[src/rtl/core/datvt_pkg.sv]
// ----------------------------------------------------------------------------
// Daily alarm table valve timer package
// Shared widths, command and status codes, the record that walks the cell
// chain, and the time-of-day helper.
// ----------------------------------------------------------------------------
package datvt_pkg;

    // Table size and field widths.
    localparam int MAX_ENTRIES = 16;
    localparam int CNT_W       = $clog2(MAX_ENTRIES + 1);
    localparam int HOUR_W      = 5;
    localparam int MIN_W       = 6;
    localparam int TOD_W       = 11;
    localparam int SEC_W       = 17;
    localparam int DUR_W       = 11;
    localparam int CMD_W       = 3;
    localparam int STAT_W      = 2;

    // Time constants.
    localparam logic [TOD_W-1:0] MINUTES_PER_DAY    = 11'd1440;
    localparam logic [TOD_W-1:0] MINUTES_PER_HOUR   = 11'd60;
    localparam logic [SEC_W-1:0] SECONDS_PER_MINUTE = 17'd60;
    localparam logic [DUR_W-1:0] DEFAULT_DURATION   = 11'd15;
    localparam logic [MIN_W-1:0] NO_MINUTE          = 6'd63;
    localparam logic [SEC_W-1:0] OPEN_SECONDS_MAX   = '1;
    localparam logic [HOUR_W-1:0] LAST_HOUR         = 5'd23;
    localparam logic [MIN_W-1:0] LAST_MINUTE        = 6'd59;

    // Command codes.
    localparam logic [CMD_W-1:0] CMD_ADD    = 3'd0;
    localparam logic [CMD_W-1:0] CMD_DELETE = 3'd1;
    localparam logic [CMD_W-1:0] CMD_STOP   = 3'd2;
    localparam logic [CMD_W-1:0] CMD_FORCE  = 3'd3;
    localparam logic [CMD_W-1:0] CMD_TICK   = 3'd4;
    localparam logic [CMD_W-1:0] CMD_QUERY  = 3'd5;

    // Status codes.
    localparam logic [STAT_W-1:0] ST_OK        = 2'd0;
    localparam logic [STAT_W-1:0] ST_FULL      = 2'd1;
    localparam logic [STAT_W-1:0] ST_NOT_FOUND = 2'd2;
    localparam logic [STAT_W-1:0] ST_BAD_TIME  = 2'd3;

    // Record handed from cell to cell while a command walks the table.
    // The hit flag means "slot taken", "entry removed", "match seen" or
    // "best entry found", depending on the command.
    typedef struct packed {
        logic [CMD_W-1:0]  op;
        logic [HOUR_W-1:0] hour;
        logic [MIN_W-1:0]  minute;
        logic [TOD_W-1:0]  cur;
        logic              hit;
        logic [TOD_W-1:0]  best;
        logic [HOUR_W-1:0] best_hour;
        logic [MIN_W-1:0]  best_minute;
        logic [CNT_W-1:0]  count;
    } t_carry;

    // Minutes since midnight.
    function automatic logic [TOD_W-1:0] to_minutes(input logic [HOUR_W-1:0] h,
                                                    input logic [MIN_W-1:0] m);
        return TOD_W'(h) * MINUTES_PER_HOUR + TOD_W'(m);
    endfunction

endpackage

[src/rtl/core/daily_alarm_table_valve_timer.sv]
// ----------------------------------------------------------------------------
// Daily alarm table valve timer
// Alarm table of daily times that opens a valve on a matching tick and closes
// it after a configured number of minutes.
// ----------------------------------------------------------------------------
// Each item walks a chain of MAX_ENTRIES cells, one cell per cycle, each cell
// holding one table slot. An accepted item passes the launch register, then
// each cell in turn; the sequencer sees the end of the chain and moves to its
// done state, where the valve state is computed and the result register is
// loaded once the result register is free. A new item is taken as soon as
// the result is loaded, even if it has not been collected yet. The
// duration_minutes register sits at byte address 0 of the APB port.
module daily_alarm_table_valve_timer
    import datvt_pkg::*;
(
    input  logic              i_clk,
    input  logic              i_rst_n,
    // Command channel.
    input  logic              i_valid,
    output logic              o_ready,
    input  logic [CMD_W-1:0]  i_command,
    input  logic [HOUR_W-1:0] i_hour,
    input  logic [MIN_W-1:0]  i_minute,
    input  logic              i_time_valid,
    // Result channel.
    output logic              o_valid,
    input  logic              i_ready,
    output logic [STAT_W-1:0] o_status,
    output logic              o_valve_open,
    output logic              o_next_found,
    output logic [HOUR_W-1:0] o_next_hour,
    output logic [MIN_W-1:0]  o_next_minute,
    output logic [CNT_W-1:0]  o_entry_count,
    // Configuration port.
    input  logic              psel,
    input  logic              penable,
    input  logic              pwrite,
    input  logic [2:0]        paddr,
    input  logic [31:0]       pwdata,
    output logic [31:0]       prdata,
    output logic              pready
);

    typedef enum logic [2:0] {
        S_IDLE = 3'b001,
        S_SCAN = 3'b010,
        S_DONE = 3'b100
    } t_state;

    localparam logic REG_DURATION = 1'b0;

    t_state             r_state;
    logic [DUR_W-1:0]   r_dur;
    logic               r_valve;
    logic [SEC_W-1:0]   r_open_sec;
    logic [MIN_W-1:0]   r_last_min;
    logic               r_tv;
    logic               r_ok;
    logic               r_launch_tok;
    t_carry             r_launch;

    logic               r_o_valid;
    logic [STAT_W-1:0]  r_o_status;
    logic               r_o_valve;
    logic               r_o_found;
    logic [HOUR_W-1:0]  r_o_hour;
    logic [MIN_W-1:0]   r_o_minute;
    logic [CNT_W-1:0]   r_o_count;

    logic               n_valve;
    logic [SEC_W-1:0]   n_open_sec;
    logic [MIN_W-1:0]   n_last_min;
    logic [STAT_W-1:0]  n_status;
    logic               n_found;
    logic [HOUR_W-1:0]  n_hour;
    logic [MIN_W-1:0]   n_minute;

    logic               in_acc;
    logic               out_free;
    logic               time_ok;
    logic [SEC_W-1:0]   dur_sec;
    t_carry             fin;

    logic   [MAX_ENTRIES:0] w_tok;
    t_carry                 w_carry [0:MAX_ENTRIES];

    // Handshakes.
    assign o_ready  = (r_state == S_IDLE);
    assign in_acc   = i_valid && o_ready;
    assign out_free = !r_o_valid || i_ready;
    assign time_ok  = (i_hour <= LAST_HOUR) && (i_minute <= LAST_MINUTE);

    // Configuration register.
    assign pready = 1'b1;
    assign prdata = (paddr[2] == REG_DURATION) ? 32'(r_dur) : 32'd0;

    always_ff @(posedge i_clk) begin
        if (!i_rst_n) begin
            r_dur <= DEFAULT_DURATION;
        end else if (psel && penable && pwrite && pready && paddr[2] == REG_DURATION) begin
            r_dur <= pwdata[DUR_W-1:0];
        end
    end

    // Cell chain: the token and the record move one cell per cycle.
    assign w_tok[0]   = r_launch_tok;
    assign w_carry[0] = r_launch;

    for (genvar gi = 0; gi < MAX_ENTRIES; gi++) begin : g_cell
        datvt_cell u_cell (
            .i_clk   (i_clk),
            .i_rst_n (i_rst_n),
            .i_tok   (w_tok[gi]),
            .i_carry (w_carry[gi]),
            .o_tok   (w_tok[gi+1]),
            .o_carry (w_carry[gi+1])
        );
    end

    assign fin     = w_carry[MAX_ENTRIES];
    assign dur_sec = SEC_W'(r_dur) * SECONDS_PER_MINUTE;

    // Result and valve update from the record that left the last cell.
    always_comb begin
        n_valve    = r_valve;
        n_open_sec = r_open_sec;
        n_last_min = r_last_min;
        n_status   = ST_OK;
        n_found    = 1'b0;
        n_hour     = '0;
        n_minute   = '0;
        unique case (fin.op)
            CMD_ADD: begin
                if (!r_ok) begin
                    n_status = ST_BAD_TIME;
                end else if (!fin.hit) begin
                    n_status = ST_FULL;
                end
            end
            CMD_DELETE: begin
                if (!fin.hit) begin
                    n_status = ST_NOT_FOUND;
                end
            end
            CMD_STOP: begin
                if (fin.hit) begin
                    n_valve    = 1'b0;
                    n_open_sec = '0;
                end else begin
                    n_status = ST_NOT_FOUND;
                end
            end
            CMD_FORCE: begin
                n_valve    = 1'b1;
                n_open_sec = '0;
            end
            CMD_TICK: begin
                if (r_valve && r_open_sec != OPEN_SECONDS_MAX) begin
                    n_open_sec = r_open_sec + 1'b1;
                end
                if (r_tv && !r_valve && r_last_min != fin.minute && fin.hit) begin
                    n_valve    = 1'b1;
                    n_open_sec = '0;
                    n_last_min = fin.minute;
                end
                if (n_valve && n_open_sec > dur_sec) begin
                    n_valve    = 1'b0;
                    n_open_sec = '0;
                end
            end
            CMD_QUERY: begin
                if (!r_ok) begin
                    n_status = ST_BAD_TIME;
                end else if (fin.hit) begin
                    n_found  = 1'b1;
                    n_hour   = fin.best_hour;
                    n_minute = fin.best_minute;
                end
            end
            default: begin
            end
        endcase
    end

    // Sequencer, launch stage and valve state.
    always_ff @(posedge i_clk) begin
        if (!i_rst_n) begin
            r_state      <= S_IDLE;
            r_launch_tok <= 1'b0;
            r_valve      <= 1'b0;
            r_open_sec   <= '0;
            r_last_min   <= NO_MINUTE;
            r_o_valid    <= 1'b0;
        end else begin
            r_launch_tok <= in_acc;
            if (r_state == S_DONE && out_free) begin
                r_o_valid <= 1'b1;
            end else if (r_o_valid && i_ready) begin
                r_o_valid <= 1'b0;
            end
            unique case (r_state)
                S_IDLE: begin
                    if (in_acc) begin
                        r_state <= S_SCAN;
                    end
                end
                S_SCAN: begin
                    if (w_tok[MAX_ENTRIES]) begin
                        r_state <= S_DONE;
                    end
                end
                S_DONE: begin
                    if (out_free) begin
                        r_valve    <= n_valve;
                        r_open_sec <= n_open_sec;
                        r_last_min <= n_last_min;
                        r_state    <= S_IDLE;
                    end
                end
                default: begin
                    r_state <= S_IDLE;
                end
            endcase
        end
    end

    // Item payload into the chain; a bad add time is marked done up front.
    always_ff @(posedge i_clk) begin
        if (in_acc) begin
            r_tv                 <= i_time_valid;
            r_ok                 <= time_ok;
            r_launch.op          <= i_command;
            r_launch.hour        <= i_hour;
            r_launch.minute      <= i_minute;
            r_launch.cur         <= to_minutes(i_hour, i_minute);
            r_launch.hit         <= (i_command == CMD_ADD) && !time_ok;
            r_launch.best        <= '0;
            r_launch.best_hour   <= '0;
            r_launch.best_minute <= '0;
            r_launch.count       <= '0;
        end
    end

    // Result register.
    always_ff @(posedge i_clk) begin
        if (r_state == S_DONE && out_free) begin
            r_o_status <= n_status;
            r_o_valve  <= n_valve;
            r_o_found  <= n_found;
            r_o_hour   <= n_hour;
            r_o_minute <= n_minute;
            r_o_count  <= fin.count;
        end
    end

    assign o_valid       = r_o_valid;
    assign o_status      = r_o_status;
    assign o_valve_open  = r_o_valve;
    assign o_next_found  = r_o_found;
    assign o_next_hour   = r_o_hour;
    assign o_next_minute = r_o_minute;
    assign o_entry_count = r_o_count;

    // At most one cell of the chain is working at any time.
    a_one_token: assert property (@(posedge i_clk) disable iff (!i_rst_n)
        $onehot0(w_tok))
        else $error("more than one token in the cell chain");

    // An accepted item starts the chain walk in the next cycle.
    a_launch: assert property (@(posedge i_clk) disable iff (!i_rst_n)
        in_acc |=> (r_state == S_SCAN) && w_tok[0])
        else $error("accepted item did not launch into the chain");

    // A found entry is always a legal time of day.
    a_next_legal: assert property (@(posedge i_clk) disable iff (!i_rst_n)
        (o_valid && o_next_found) |->
            (o_next_hour <= LAST_HOUR) && (o_next_minute <= LAST_MINUTE))
        else $error("query result holds an illegal time");

    // The used count never exceeds the table size.
    a_count: assert property (@(posedge i_clk) disable iff (!i_rst_n)
        o_valid |-> (o_entry_count <= CNT_W'(MAX_ENTRIES)))
        else $error("entry count beyond table size");

endmodule

[src/rtl/core/datvt_cell.sv]
// ----------------------------------------------------------------------------
// Alarm table cell
// Holds one alarm slot. When the token reaches it, the cell applies the
// command in the incoming record to its slot and passes the record on.
// ----------------------------------------------------------------------------
module datvt_cell
    import datvt_pkg::*;
(
    input  logic   i_clk,
    input  logic   i_rst_n,
    input  logic   i_tok,
    input  t_carry i_carry,
    output logic   o_tok,
    output t_carry o_carry
);

    logic              r_used;
    logic [HOUR_W-1:0] r_hour;
    logic [MIN_W-1:0]  r_minute;
    logic              r_tok;
    t_carry            r_carry;

    logic              n_used;
    logic [HOUR_W-1:0] n_hour;
    logic [MIN_W-1:0]  n_minute;
    t_carry            n_carry;

    logic              match;
    logic [TOD_W-1:0]  slot_tod;
    logic [TOD_W-1:0]  fwd_gap;

    // Slot compare and forward circular distance from the query time.
    assign match    = r_used && (r_hour == i_carry.hour) && (r_minute == i_carry.minute);
    assign slot_tod = to_minutes(r_hour, r_minute);
    assign fwd_gap  = (slot_tod >= i_carry.cur)
                    ? (slot_tod - i_carry.cur)
                    : (MINUTES_PER_DAY - i_carry.cur + slot_tod);

    // Apply the command to this slot.
    always_comb begin
        n_used   = r_used;
        n_hour   = r_hour;
        n_minute = r_minute;
        n_carry  = i_carry;
        unique case (i_carry.op)
            CMD_ADD: begin
                if (!i_carry.hit && !r_used) begin
                    n_used      = 1'b1;
                    n_hour      = i_carry.hour;
                    n_minute    = i_carry.minute;
                    n_carry.hit = 1'b1;
                end
            end
            CMD_DELETE: begin
                if (!i_carry.hit && match) begin
                    n_used      = 1'b0;
                    n_carry.hit = 1'b1;
                end
            end
            CMD_STOP, CMD_TICK: begin
                if (match) begin
                    n_carry.hit = 1'b1;
                end
            end
            CMD_QUERY: begin
                // Strict compare keeps the lowest slot on a tie.
                if (r_used && (!i_carry.hit || fwd_gap < i_carry.best)) begin
                    n_carry.hit         = 1'b1;
                    n_carry.best        = fwd_gap;
                    n_carry.best_hour   = r_hour;
                    n_carry.best_minute = r_minute;
                end
            end
            default: begin
            end
        endcase
        n_carry.count = i_carry.count + CNT_W'(n_used);
    end

    // Slot storage and the stage register toward the next cell.
    always_ff @(posedge i_clk) begin
        if (!i_rst_n) begin
            r_used   <= 1'b0;
            r_hour   <= '0;
            r_minute <= '0;
            r_tok    <= 1'b0;
        end else begin
            r_tok <= i_tok;
            if (i_tok) begin
                r_used   <= n_used;
                r_hour   <= n_hour;
                r_minute <= n_minute;
            end
        end
    end

    always_ff @(posedge i_clk) begin
        if (i_tok) begin
            r_carry <= n_carry;
        end
    end

    assign o_tok   = r_tok;
    assign o_carry = r_carry;

endmodule

[config.mk]
export PLATFORM = sky130hd
export DESIGN_NAME = daily_alarm_table_valve_timer
export DESIGN_NICKNAME = d
export VERILOG_FILES = /design/src/rtl/core/datvt_pkg.sv /design/src/rtl/core/daily_alarm_table_valve_timer.sv /design/src/rtl/core/datvt_cell.sv
export SDC_FILE = /design/constraint.sdc
export NUM_CORES = 2
export LEC_CHECK = 0
export BUFFER_PORTS_ARGS = -buffer_cell sky130_fd_sc_hd__buf_2
export CORE_MARGIN = 3
export CORE_UTILIZATION = 55
export DETAILED_ROUTE_END_ITERATION = 16
export PLACE_DENSITY = 0.83
export SKIP_LAST_GASP = 1
export SYNTH_ARGS = -nofsm -noshare
export SYNTH_HDL_FRONTEND = slang
export SYNTH_HIERARCHICAL = 1
export SYNTH_SLANG_ARGS = --single-unit
[constraint.sdc]
create_clock -name i_clk -period 13.27 [get_ports i_clk]
set_input_delay 2.654 -clock i_clk [delete_from_list [all_inputs] [get_ports i_clk]]
set_output_delay 2.654 -clock i_clk [all_outputs]
set_load 0.005 [all_outputs]
==> summary.md <==
| Metric | Value |
|---|---|
| Avg Inst Size Synth | approximately 11 um^2 |
| Drt drc | 0 |
| HP Class | flip-flop to flip-flop |
| Most common cell after layout, fill and taps aside | inv_1 |
| Max Clk Rate | 122 MHz |
| Critical path launch point type | flip-flop |
| Period minus WS final | roughly 8000 ps |
| Most frequent cells in the layout | 944 x inv_1, 868 x ha_1, 867 x edfxtp_1 |
| Layout cell share with drive strength beyond 1 | 0.0864 |
| Area grow syn2layout | 7.86% |
| Peak supply drop | 0.133 mV |
| Crit-path cells | fa_1, inv_1, fa_1, inv_1, fa_1, ha_1, o21ai_0, nand2b_1, nand3_1, xnor2_1, inv_1, ha_1, o21ai_0, a22oi_1, o21ai_4, o211ai_2, mux2i_1, ha_1, a21o_1, a2111oi_0, nand2_1, or3b_1, o211ai_1 |
| GRT Overall Usage | 0.250 |
| Core Box Area | between 100,000 and 150,000 um^2 |
| Met1 WL | 77,800 um |
| Top Ports | about 110 |
| Post-CTS Setup Repair Bufs | 0 |
| Final weighted congestion in routability-driven placement | between 0.9 and 1 |
| Total gr overflow | 0 |
| Cell Pwr Density | 86.7 nW/um^2 |
| RSZ-0062 raised after global routing | no |
| FF-to-FF setup slack | between 5000 and 6000 ps |
| Setup violations, final | 0 |
| H-tree Lvls | 3 |
| Final Power | between 7000 and 8000 uW |
| Crit end category | flip-flop |
| Final Hold Viols | 0 |
| Total Die Area | 153,000 um^2 |
| Routed WL | 193,000 um |
| Post-CTS Resized | 0 |
| Max Root-Sink Buffers | 3 |
| Required time of the critical path | 13,850 ps |
| Post-layout nets | 8,905 |
| Slew HR | 0.141 |
| Cell Rows | 140 |
| Setup_tns | 0 ps |
| Clock skew | around 81 ps |
| DIE WIDTH | 391 um |
| Crit path buf inv count | 3 |
| Final period utilization | 0.616 |
| Max-slew violation count | 0 |
| Delay-heaviest family, CP | adder cells |
| Hold buffers post-CTS | 0 |
| Root Buffer | clkbuf_16 |
| Filler cells | 11,400 |
| Met2 WL | 95,900 um |
| WL/cell | 19.9 um |
| Yosys warns | 6 |
| DRT iter0 DRCs | between 4,000 and 5,000 |
| Via Count | 57,000 |
| Antenna Cells | 0 |
| Vias/cell | 5.86 |
| Highest metal used | met4 |
| Initial Util | 0.557 |
| Final ANT Viol Nets | 0 |
| Vias in the first global route | 57,000 |
| Post-layout util | 0.601 |
| Worst-skew pair later-pin latency | 750 ps |
| Total leakage power | 0.0385 uW |
| Initial antenna violation count | 1 |
| Setup ws final | 5090 ps |
| DR WL met3 | 10000 um |
| Worst path arrival time | approximately 8800 ps |
| Post-synthesis cell area | ~82,000 um^2 |
| Slowest cell on crit path | nand2_1 |
| Slowest cell delay on critical path | 890 ps |
| Cells after synthesis | 7,560 |
| CP Max Fanout | 29 |
| Worst-path clk slew | 70 ps |
| IO Port Bufs | 66 |
| Largest net degree at the start of global routing | 72 |
| Die height | a little under 400 um |
| CP Class | flip-flop to flip-flop |
| Dpl ws | 5220 ps |
| Least-Margin Pin Slew | 1290 ps |
| Status | complete, no violations |
| TritonCTS clock tree | built |
| Max-cap violations | 0 |
| TritonRoute pass-1 iters | 6 |
| Hpwl dp | 152,000 um |
| Cts bufs inserted | roughly 120 |
| First-pass GRT wire length | around 310,000 um |
| CTS Sinks | 1,115 |
-- final timing paths --
kind                                                   start                            to  cells after the start
worst min-delay path            g_cell[15].u_cell/o_carry[4]              o_entry_count[4]                      0
worst max-delay path              g_cell[9].u_cell/r_hour[0]  g_cell[9].u_cell/o_carry[25]                     23
worst min register to register  g_cell[15].u_cell/o_carry[4]              o_entry_count[4]                      0
worst max register to register    g_cell[9].u_cell/r_hour[0]  g_cell[9].u_cell/o_carry[25]                     23
-- routing by layer --
| layer | vias up | GRT usage |
|---|---|---|
| met4 | 0 | 0.114 |
| met5 | - | 0 |
| met3 | 446 | 0.0251 |
| met2 | 1707 | 0.440 |
| li1 | 26900 | - |
| met1 | 27900 | 0.309 |
-- layout make-up --
class / count / area (um^2) / area share
multi-input combinational: 5424 / 46500 / 0.528
clock buffer: 150 / 3170 / 0.0361
tap: 1917 / 2400 / 0.0273
sequential: 1115 / 31000 / 0.353
clock inverter: 70 / 790 / 0.00897
inverter: 945 / 3550 / 0.0403
timing repair buffer: 96 / 558 / 0.00634
-- power breakdown --
group | switching [uW] | internal [uW] | total (uW)
registers | 34.6 | 3770 | 3800
logic | 280 | 197 | 477
clock network | 1430 | 1920 | 3350
-- through the flow --
stage / cell area, um^2 / std cells / hold slack [ps]
global route: 88000 / 9717 / 440
floorplan: 81800 / 7622 / 400
CTS: 88000 / 9717 / 421
detailed placement: 84000 / 9497 / 406
global placement: 84000 / 9497 / 404
finish: 88000 / 9717 / 419
-- worst reg2reg max path, cell delays in order (launching register included) --
cell,delay [ps]
dfxtp_1,420
fa_1,600
inv_1,60
fa_1,490
inv_1,70
fa_1,530
ha_1,340
o21ai_0,100
nand2b_1,150
nand3_1,130
xnor2_1,250
inv_1,70
ha_1,370
o21ai_0,120
a22oi_1,280
o21ai_4,110
o211ai_2,630
mux2i_1,380
ha_1,310
a21o_1,190
a2111oi_0,810
nand2_1,890
or3b_1,620
o211ai_1,110
-- registers in the layout, indices dropped and copies added (netlist names) --
signal                  cells
g_cell.u_cell/r_minute     96
g_cell.u_cell/r_used       16
o_next_hour                 5
r_valve                     1
o_next_found                1
r_dur                      11
r_open_sec                 17
r_last_min                  6
o_entry_count               5
g_cell.u_cell/o_carry     821
g_cell.u_cell/r_hour       80
o_valid                     1
o_status                    2
o_valve_open                1
o_next_minute               6
r_launch                   24
r_launch_tok                1
g_cell.u_cell/o_tok        16
r_tv                        1
r_state                     3
r_ok                        1
Note: power is estimated with default switching activity, not from simulation.
